--- src/rtl/nedist_pkg.sv ---
// Shared types and constants for the normalized edit distance block.
package nedist_pkg;

    localparam int IN_CHAR_W     = 16;
    localparam int OUT_LEN_W     = 7;
    localparam int SIM_W         = 16;
    localparam int SIM_FRAC_BITS = 15;
    localparam int DIV_STEPS     = SIM_FRAC_BITS;
    localparam int DIV_CNT_W     = $clog2(DIV_STEPS);

    typedef enum logic [1:0] {
        CMD_APPEND_FIRST  = 2'd0,
        CMD_APPEND_SECOND = 2'd1,
        CMD_COMPUTE       = 2'd2
    } t_cmd;

    typedef enum logic [2:0] {
        S_IDLE,
        S_INIT,
        S_ROW,
        S_CELL,
        S_QINT,
        S_DIV,
        S_OUT
    } t_state;

    typedef struct packed {
        logic [1:0]           command;
        logic [IN_CHAR_W-1:0] character;
    } t_in_item;

    typedef struct packed {
        logic [OUT_LEN_W-1:0] distance;
        logic [OUT_LEN_W-1:0] longer_length;
        logic [SIM_W-1:0]     similarity;
        logic                 overflow;
    } t_out_item;

endpackage

--- src/rtl/normalized_edit_distance_top.sv ---
// Normalized edit distance: string loader, DP row walker and similarity divider.
//
// Append transactions (command 0 or 1) each store one character into the first or
// second string memory; characters past MAX_LEN are dropped and flag overflow. A
// compute transaction (command 2) walks the Levenshtein table one cell per cycle
// within a row, through a single cost-row memory (read one entry, write one entry
// each cycle), then runs a 15-step restoring division for the Q1.15 similarity.
// With either string empty the table walk and division are skipped. No new
// transaction is accepted until the result sits in the output register, which then
// waits for the consumer while loading resumes. Compute clears both strings and
// the overflow flag. Command 3 is accepted and ignored.
module normalized_edit_distance_top
    import nedist_pkg::*;
#(
    parameter int MAX_LEN   = 64,
    parameter int CHAR_BITS = 16
) (
    input  logic      i_clk,
    input  logic      i_rst_n,
    input  logic      i_valid,
    input  t_in_item  i_data,
    output logic      o_ready,
    output logic      o_valid,
    output t_out_item o_data,
    input  logic      i_ready
);

    localparam int CW = (CHAR_BITS < IN_CHAR_W) ? CHAR_BITS : IN_CHAR_W;
    localparam int DW = $clog2(MAX_LEN + 1);
    localparam int AW = (MAX_LEN > 1) ? $clog2(MAX_LEN) : 1;

    // control state
    t_state r_state, n_state;
    logic [DW-1:0] r_len1, n_len1;
    logic [DW-1:0] r_len2, n_len2;
    logic r_dropped, n_dropped;
    logic r_out_valid, n_out_valid;

    // datapath registers
    logic [DW-1:0] r_i, n_i;
    logic [DW-1:0] r_j, n_j;
    logic [DW-1:0] r_left, n_left;
    logic [DW-1:0] r_diag, n_diag;
    logic [DW-1:0] r_longer, n_longer;
    logic [DW-1:0] r_d, n_d;
    logic [DW:0] r_rem, n_rem;
    logic [SIM_W-1:0] r_q, n_q;
    logic [DIV_CNT_W-1:0] r_k, n_k;
    t_out_item r_out, n_out;

    // memories
    logic [CW-1:0] r_first_mem [MAX_LEN];
    logic [CW-1:0] r_second_mem [MAX_LEN];
    logic [DW-1:0] r_cost_mem [MAX_LEN];
    logic [CW-1:0] r_first_rd;
    logic [CW-1:0] r_second_rd;
    logic [DW-1:0] r_cost_rd;

    logic first_we, second_we, cost_we;
    logic first_re, row_re;
    logic [AW-1:0] first_waddr, second_waddr, cost_waddr;
    logic [AW-1:0] first_raddr, row_raddr;
    logic [DW-1:0] cost_wdata;
    logic [CW-1:0] in_char;

    logic in_fire, out_free;
    logic [DW-1:0] i_m1, j_m1, same;
    logic [DW:0] c_up, c_left, c_diag, c_min, rem2;
    logic [DW-1:0] cell_new;
    logic sub;

    assign o_ready  = (r_state == S_IDLE);
    assign o_valid  = r_out_valid;
    assign o_data   = r_out;
    assign in_fire  = i_valid && o_ready;
    assign out_free = !r_out_valid || i_ready;
    assign in_char  = i_data.character[CW-1:0];

    assign i_m1 = r_i - DW'(1);
    assign j_m1 = r_j - DW'(1);

    // one DP cell: min(above + 1, left + 1, diag + mismatch)
    assign sub    = (r_first_rd != r_second_rd);
    assign c_up   = {1'b0, r_cost_rd} + (DW+1)'(1);
    assign c_left = {1'b0, r_left} + (DW+1)'(1);
    assign c_diag = {1'b0, r_diag} + (DW+1)'(sub);
    always_comb begin
        c_min = (c_up < c_left) ? c_up : c_left;
        if (c_diag < c_min) begin
            c_min = c_diag;
        end
    end
    assign cell_new = c_min[DW-1:0];

    assign same = r_longer - r_d;
    assign rem2 = {r_rem[DW-1:0], 1'b0};

    always_comb begin
        n_state     = r_state;
        n_len1      = r_len1;
        n_len2      = r_len2;
        n_dropped   = r_dropped;
        n_out_valid = r_out_valid;
        n_i         = r_i;
        n_j         = r_j;
        n_left      = r_left;
        n_diag      = r_diag;
        n_longer    = r_longer;
        n_d         = r_d;
        n_rem       = r_rem;
        n_q         = r_q;
        n_k         = r_k;
        n_out       = r_out;

        first_we     = 1'b0;
        second_we    = 1'b0;
        cost_we      = 1'b0;
        first_re     = 1'b0;
        row_re       = 1'b0;
        first_waddr  = r_len1[AW-1:0];
        second_waddr = r_len2[AW-1:0];
        cost_waddr   = j_m1[AW-1:0];
        cost_wdata   = r_j;
        first_raddr  = i_m1[AW-1:0];
        row_raddr    = '0;

        if (r_out_valid && i_ready) begin
            n_out_valid = 1'b0;
        end

        unique case (r_state)
            S_IDLE: begin
                if (in_fire) begin
                    case (i_data.command)
                        CMD_APPEND_FIRST: begin
                            if (r_len1 < DW'(MAX_LEN)) begin
                                first_we = 1'b1;
                                n_len1   = r_len1 + DW'(1);
                            end else begin
                                n_dropped = 1'b1;
                            end
                        end
                        CMD_APPEND_SECOND: begin
                            if (r_len2 < DW'(MAX_LEN)) begin
                                second_we = 1'b1;
                                n_len2    = r_len2 + DW'(1);
                            end else begin
                                n_dropped = 1'b1;
                            end
                        end
                        CMD_COMPUTE: begin
                            n_longer = (r_len1 > r_len2) ? r_len1 : r_len2;
                            if (r_len1 == '0 || r_len2 == '0) begin
                                n_d     = (r_len1 == '0) ? r_len2 : r_len1;
                                n_q     = '0;
                                n_state = S_OUT;
                            end else begin
                                n_j     = DW'(1);
                                n_state = S_INIT;
                            end
                        end
                        default: ;
                    endcase
                end
            end
            S_INIT: begin
                // cost row starts as 1..m
                cost_we = 1'b1;
                if (r_j == r_len2) begin
                    n_i     = DW'(1);
                    n_state = S_ROW;
                end else begin
                    n_j = r_j + DW'(1);
                end
            end
            S_ROW: begin
                // column 0 of row i is i, of row i-1 is i-1
                first_re = 1'b1;
                row_re   = 1'b1;
                n_j      = DW'(1);
                n_left   = r_i;
                n_diag   = i_m1;
                n_state  = S_CELL;
            end
            S_CELL: begin
                cost_we    = 1'b1;
                cost_wdata = cell_new;
                n_left     = cell_new;
                n_diag     = r_cost_rd;
                if (r_j == r_len2) begin
                    if (r_i == r_len1) begin
                        n_d     = cell_new;
                        n_state = S_QINT;
                    end else begin
                        n_i     = r_i + DW'(1);
                        n_state = S_ROW;
                    end
                end else begin
                    n_j       = r_j + DW'(1);
                    row_re    = 1'b1;
                    row_raddr = r_j[AW-1:0];
                end
            end
            S_QINT: begin
                // integer bit of the quotient: only when distance is zero
                if (same == r_longer) begin
                    n_q   = SIM_W'(1);
                    n_rem = '0;
                end else begin
                    n_q   = '0;
                    n_rem = {1'b0, same};
                end
                n_k     = '0;
                n_state = S_DIV;
            end
            S_DIV: begin
                if (rem2 >= {1'b0, r_longer}) begin
                    n_rem = rem2 - {1'b0, r_longer};
                    n_q   = {r_q[SIM_W-2:0], 1'b1};
                end else begin
                    n_rem = rem2;
                    n_q   = {r_q[SIM_W-2:0], 1'b0};
                end
                if (r_k == DIV_CNT_W'(DIV_STEPS - 1)) begin
                    n_state = S_OUT;
                end else begin
                    n_k = r_k + DIV_CNT_W'(1);
                end
            end
            S_OUT: begin
                if (out_free) begin
                    n_out_valid         = 1'b1;
                    n_out.distance      = OUT_LEN_W'(r_d);
                    n_out.longer_length = OUT_LEN_W'(r_longer);
                    n_out.similarity    = r_q;
                    n_out.overflow      = r_dropped;
                    n_len1              = '0;
                    n_len2              = '0;
                    n_dropped           = 1'b0;
                    n_state             = S_IDLE;
                end
            end
            default: n_state = S_IDLE;
        endcase
    end

    always_ff @(posedge i_clk) begin
        if (!i_rst_n) begin
            r_state     <= S_IDLE;
            r_len1      <= '0;
            r_len2      <= '0;
            r_dropped   <= 1'b0;
            r_out_valid <= 1'b0;
        end else begin
            r_state     <= n_state;
            r_len1      <= n_len1;
            r_len2      <= n_len2;
            r_dropped   <= n_dropped;
            r_out_valid <= n_out_valid;
        end
    end

    always_ff @(posedge i_clk) begin
        r_i      <= n_i;
        r_j      <= n_j;
        r_left   <= n_left;
        r_diag   <= n_diag;
        r_longer <= n_longer;
        r_d      <= n_d;
        r_rem    <= n_rem;
        r_q      <= n_q;
        r_k      <= n_k;
        r_out    <= n_out;
    end

    always_ff @(posedge i_clk) begin
        if (first_we) begin
            r_first_mem[first_waddr] <= in_char;
        end
        if (first_re) begin
            r_first_rd <= r_first_mem[first_raddr];
        end
    end

    always_ff @(posedge i_clk) begin
        if (second_we) begin
            r_second_mem[second_waddr] <= in_char;
        end
        if (row_re) begin
            r_second_rd <= r_second_mem[row_raddr];
        end
    end

    // write of column j and read of column j+1 never collide; the row-start
    // cycle separates the last write of a row from the first read of the next
    always_ff @(posedge i_clk) begin
        if (cost_we) begin
            r_cost_mem[cost_waddr] <= cost_wdata;
        end
        if (row_re) begin
            r_cost_rd <= r_cost_mem[row_raddr];
        end
    end

    a_len_bound: assert property (@(posedge i_clk) disable iff (!i_rst_n)
        (r_len1 <= DW'(MAX_LEN)) && (r_len2 <= DW'(MAX_LEN)))
        else $error("string length beyond capacity");

    a_cell_index: assert property (@(posedge i_clk) disable iff (!i_rst_n)
        (r_state == S_CELL) |->
            (r_j != '0) && (r_j <= r_len2) && (r_i != '0) && (r_i <= r_len1))
        else $error("DP cell index out of range");

    a_rem_bound: assert property (@(posedge i_clk) disable iff (!i_rst_n)
        (r_state == S_DIV) |-> (r_rem < {1'b0, r_longer}))
        else $error("divider remainder not below divisor");

    a_result_clears: assert property (@(posedge i_clk) disable iff (!i_rst_n)
        (r_state == S_OUT) && out_free |=>
            o_valid && (r_state == S_IDLE) && (r_len1 == '0) && (r_len2 == '0) && !r_dropped)
        else $error("result transaction did not clear the strings");

endmodule
--- config.mk ---
export PLATFORM = sky130hd
export DESIGN_NAME = normalized_edit_distance_top
export DESIGN_NICKNAME = d
export VERILOG_FILES = /design/src/rtl/nedist_pkg.sv /design/src/rtl/normalized_edit_distance_top.sv
export SDC_FILE = /design/constraint.sdc
export NUM_CORES = 2
export LEC_CHECK = 0
export ABC_AREA = 1
export BUFFER_PORTS_ARGS = -buffer_cell sky130_fd_sc_hd__clkbuf_2
export CORE_MARGIN = 3
export CORE_UTILIZATION = 32
export DETAILED_ROUTE_END_ITERATION = 8
export GPL_TIMING_DRIVEN = 0
export PLACE_DENSITY_LB_ADDON = 0.15
export SETUP_SLACK_MARGIN = 0.5
export SLEW_MARGIN = 40
export SYNTH_ARGS = -nofsm -noshare
export SYNTH_HDL_FRONTEND = slang
export SYNTH_SLANG_ARGS = --single-unit
--- constraint.sdc ---
create_clock -name i_clk -period 8.4 [get_ports i_clk]
set_clock_uncertainty 0.1 [all_clocks]
set_input_delay 1.68 -clock i_clk [delete_from_list [all_inputs] [get_ports i_clk]]
set_output_delay 1.68 -clock i_clk [all_outputs]
set_load 0.02 [all_outputs]
==> flow_metrics.tcl <==
set metrics [dict create \
    hp-class "reg2reg" \
    async_flop_share_pct 0 \
    cts_resized 0 \
    cts_buffers 308 \
    hold_viol_final 0 \
    finalInstanceArea_sq_um 130000 \
    grt-ovfl-total 0 \
    start_util_pct 32.2 \
    drv_slew 0 \
    root_buffer "clkbuf_16" \
    clk_pin_slew_worst_paths_ps 60 \
    core_area_sq_um 341000 \
    vdd_drop_max_mv 0.162 \
    cp_slowest_cell "clkbuf_1" \
    path_max_fanout 10 \
    gp_congestion 0.965 \
    final_nets 9535 \
    post_cts_buffers 0 \
    fin_hold_ws_ps 326 \
    syn_inst 8959 \
    ys_seq_elements 2654 \
    tritoncts "yes" \
    cts_hold_buf 0 \
    grt_usage_pct 22.9 \
    antenna_left 0 \
    synth_area_per_cell_sq_um 12.3 \
    status "finished, final reports clean" \
    viasPerCell 5.33 \
    rsz0062_at_grt "no" \
    grt_max_degree 67 \
    finalSetupTns_ps 0 \
    layout_min_cycle_time_ps 6540 \
    placed_cell_area_sq_um 120000 \
    die_w_um 592 \
    syn2layout_area_growth_pct 18.2 \
    finalCritPeriodShare_pct 77.9 \
    ys_seq_area_share_pct 72.4 \
    tightest_slew_ps 934 \
    drc 0 \
    p_per_area_nw_per_um2 246 \
    drt_pass1_iterations 8 \
    synthFlopType "edfxtp_1" \
    drtIter0Drc 9356 \
    io_buffer_count 54 \
    syn-num-nets 9030 \
    setup_viol_count_final 0 \
    avgRoutedWirePerCell_um 28.9 \
    synth-edff-count 2635 \
    cp_common_cell "clkbuf_1" \
    p_leak_nw 46.2 \
    die_h_um 592 \
    row_count 214 \
    grt_pass1_wl_um 569000 \
    clock_path_buffers 4 \
    drv_cap 0 \
    hpwl_um 295000 \
    start_kind "flop" \
    slowest_delay_ps 720 \
    grt_pass1_vias 72800 \
    worstSkewPairLatency_ps 960 \
    layout_common_cells "2635 x edfxtp_1, 1435 x nand2_1, 867 x nand3_1, 764 x inv_1, 668 x nor2_1" \
    max-slew-margin-rel_pct 37.7 \
    ios 55 \
    drive_gt1_share_pct 11.3 \
    crit_chain "inv_1 > clkbuf_2 > clkbuf_1 > clkbuf_1 > ha_1 > xnor2_1 > inv_1 > clkbuf_2 > clkbuf_1 > o221ai_1 > o211ai_1 > nand3_1 > nand3_1 > nand2_1" \
    critPathRequiredTime_ps 8900 \
    wl_um 412000 \
    antenna_found_initial 29 \
    max_freq_mhz 153 \
    layout_commonest_cell "edfxtp_1" \
    vias 75800 \
    ys_types 50 \
    fp.dieArea_sq_um 350000 \
    yosysWarnings 0 \
    critPathCaptureType "flop" \
    syn-cell-area_sq_um 110000 \
    cp_data_arrival_time_ps 7040 \
    numClockSinks 2654 \
    worstSetupPathType "reg2reg" \
    h-tree-depth 5 \
]
-- Yosys cell counts, types with 2 or more instances --
library cell / count / area share, %
or2_1: 21 / 0.12
o21ai_0: 620 / 2.8
buf_4: 23 / 0.16
clkinv_1: 6 / 0.021
nand2_1: 1452 / 5.0
a21oi_1: 39 / 0.18
ha_1: 47 / 0.54
buf_6: 31 / 0.32
o21bai_1: 2 / 0.014
o21ai_1: 242 / 1.1
a31oi_1: 3 / 0.017
o22ai_1: 93 / 0.53
nor2_4: 3 / 0.031
nor3b_1: 6 / 0.041
clkbuf_1: 275 / 0.94
nand3_1: 882 / 4.0
nor3_1: 20 / 0.091
nand2_4: 2 / 0.021
a211oi_1: 5 / 0.034
buf_2: 196 / 0.89
nand4_1: 8 / 0.046
buf_1: 34 / 0.12
nor4_1: 10 / 0.057
edfxtp_1: 2635 / 72
o221ai_1: 165 / 1.3
inv_1: 764 / 2.6
fa_1: 2 / 0.036
o211ai_1: 460 / 3.1
xnor2_1: 20 / 0.16
nor2_8: 2 / 0.036
o21a_1: 2 / 0.014
inv_2: 8 / 0.027
xor2_1: 42 / 0.33
nor2_1: 801 / 2.7
or2_0: 2 / 0.011
dfxtp_1: 19 / 0.35
nand3b_1: 4 / 0.027
-- flip-flops by register name, indices dropped and copies added (netlist names), 16 cells and up --
register	cells
r_second_rd	16
r_first_mem	1024
r_second_mem	1024
r_cost_mem	448
o_data	31
r_q	16
r_first_rd	16
-- cell type report --
cell class                      count  area [sq um]
Sequential cell                  2654         79500
Fill cell                       32500        211000
Clock inverter                    170          1470
Clock buffer                      371          8000
Timing Repair Buffer              195          3570
Buffer                            561          2740
Multi-Input combinational cell   4965         26000
Inverter                          779          2930
Tap cell                         4536          5680
Antenna cell                       12          30.0
-- where the power goes --
part	total (W)	internal, W	switching (W)
combinational	0.00367	0.000888	0.00278
sequential	0.0154	0.0152	0.000206
clock	0.0129	0.00727	0.00560
total	0.0319	0.0234	0.00858
-- metal layers --
metal,track usage [%],part of all wire (%),wire length [um],up-vias
li1,-,-,-,33300
met1,32.0,43,178000,38600
met2,35.5,45,184000,3217
met3,4.52,8.1,33200,712
met4,7.97,4.0,16400,4
met5,0,0.017,68,-
-- worst paths after layout --
| kind | startpoint | slack (ps) | cells past startpoint | end |
|---|---|---|---|---|
| setup / recovery | r_i[0] | 1860 | 14 | r_first_rd[13] |
| hold / removal | r_q[15] | 330 | 0 | o_data[16] |
| setup reg to reg | r_i[0] | 1860 | 14 | r_first_rd[13] |
| hold reg to reg | r_q[15] | 330 | 0 | o_data[16] |
-- per-stage QoR --
stage	util [%]	std cells	setup slack, ps	power (W)
6_report	38.1	14200	1860	0.0319
3_5_place_dp	35.3	13700	2100	0.0193
2_1_floorplan	-	8959	3610	0.0174
3_3_place_gp	34.0	13500	467	0.0192
5_1_grt	38.1	14200	1950	0.0330
4_1_cts	38.1	14200	2100	0.0321
-- critical path: cells and delay by family, from the launching register on --
kind	cells	cell delay [ps]
AOI/OAI and AO/OA	2	650
and+or+nand+nor	3	780
DFF	1	540
xor gates and xnor gates	1	220
buffers and inverters	7	3620
adders and majority gates	1	320
-- logic make-up (layout without fill, tap and decap cells) --
group / after synthesis / count (layout) / share of synthesized area (%)
other: 0 / 12 / 0
AND/OR/NAND/NOR: 3214 / 3214 / 12.2
AO/OA/AOI/OAI: 1640 / 1640 / 9.24
flip-flops: 2654 / 2654 / 72.4
adder cells (fa/ha/maj): 49 / 49 / 0.572
XOR/XNOR: 62 / 62 / 0.494
buffers and inverters: 1340 / 2076 / 5.11
No activity file was read; power rests on OpenSTA's default activity.
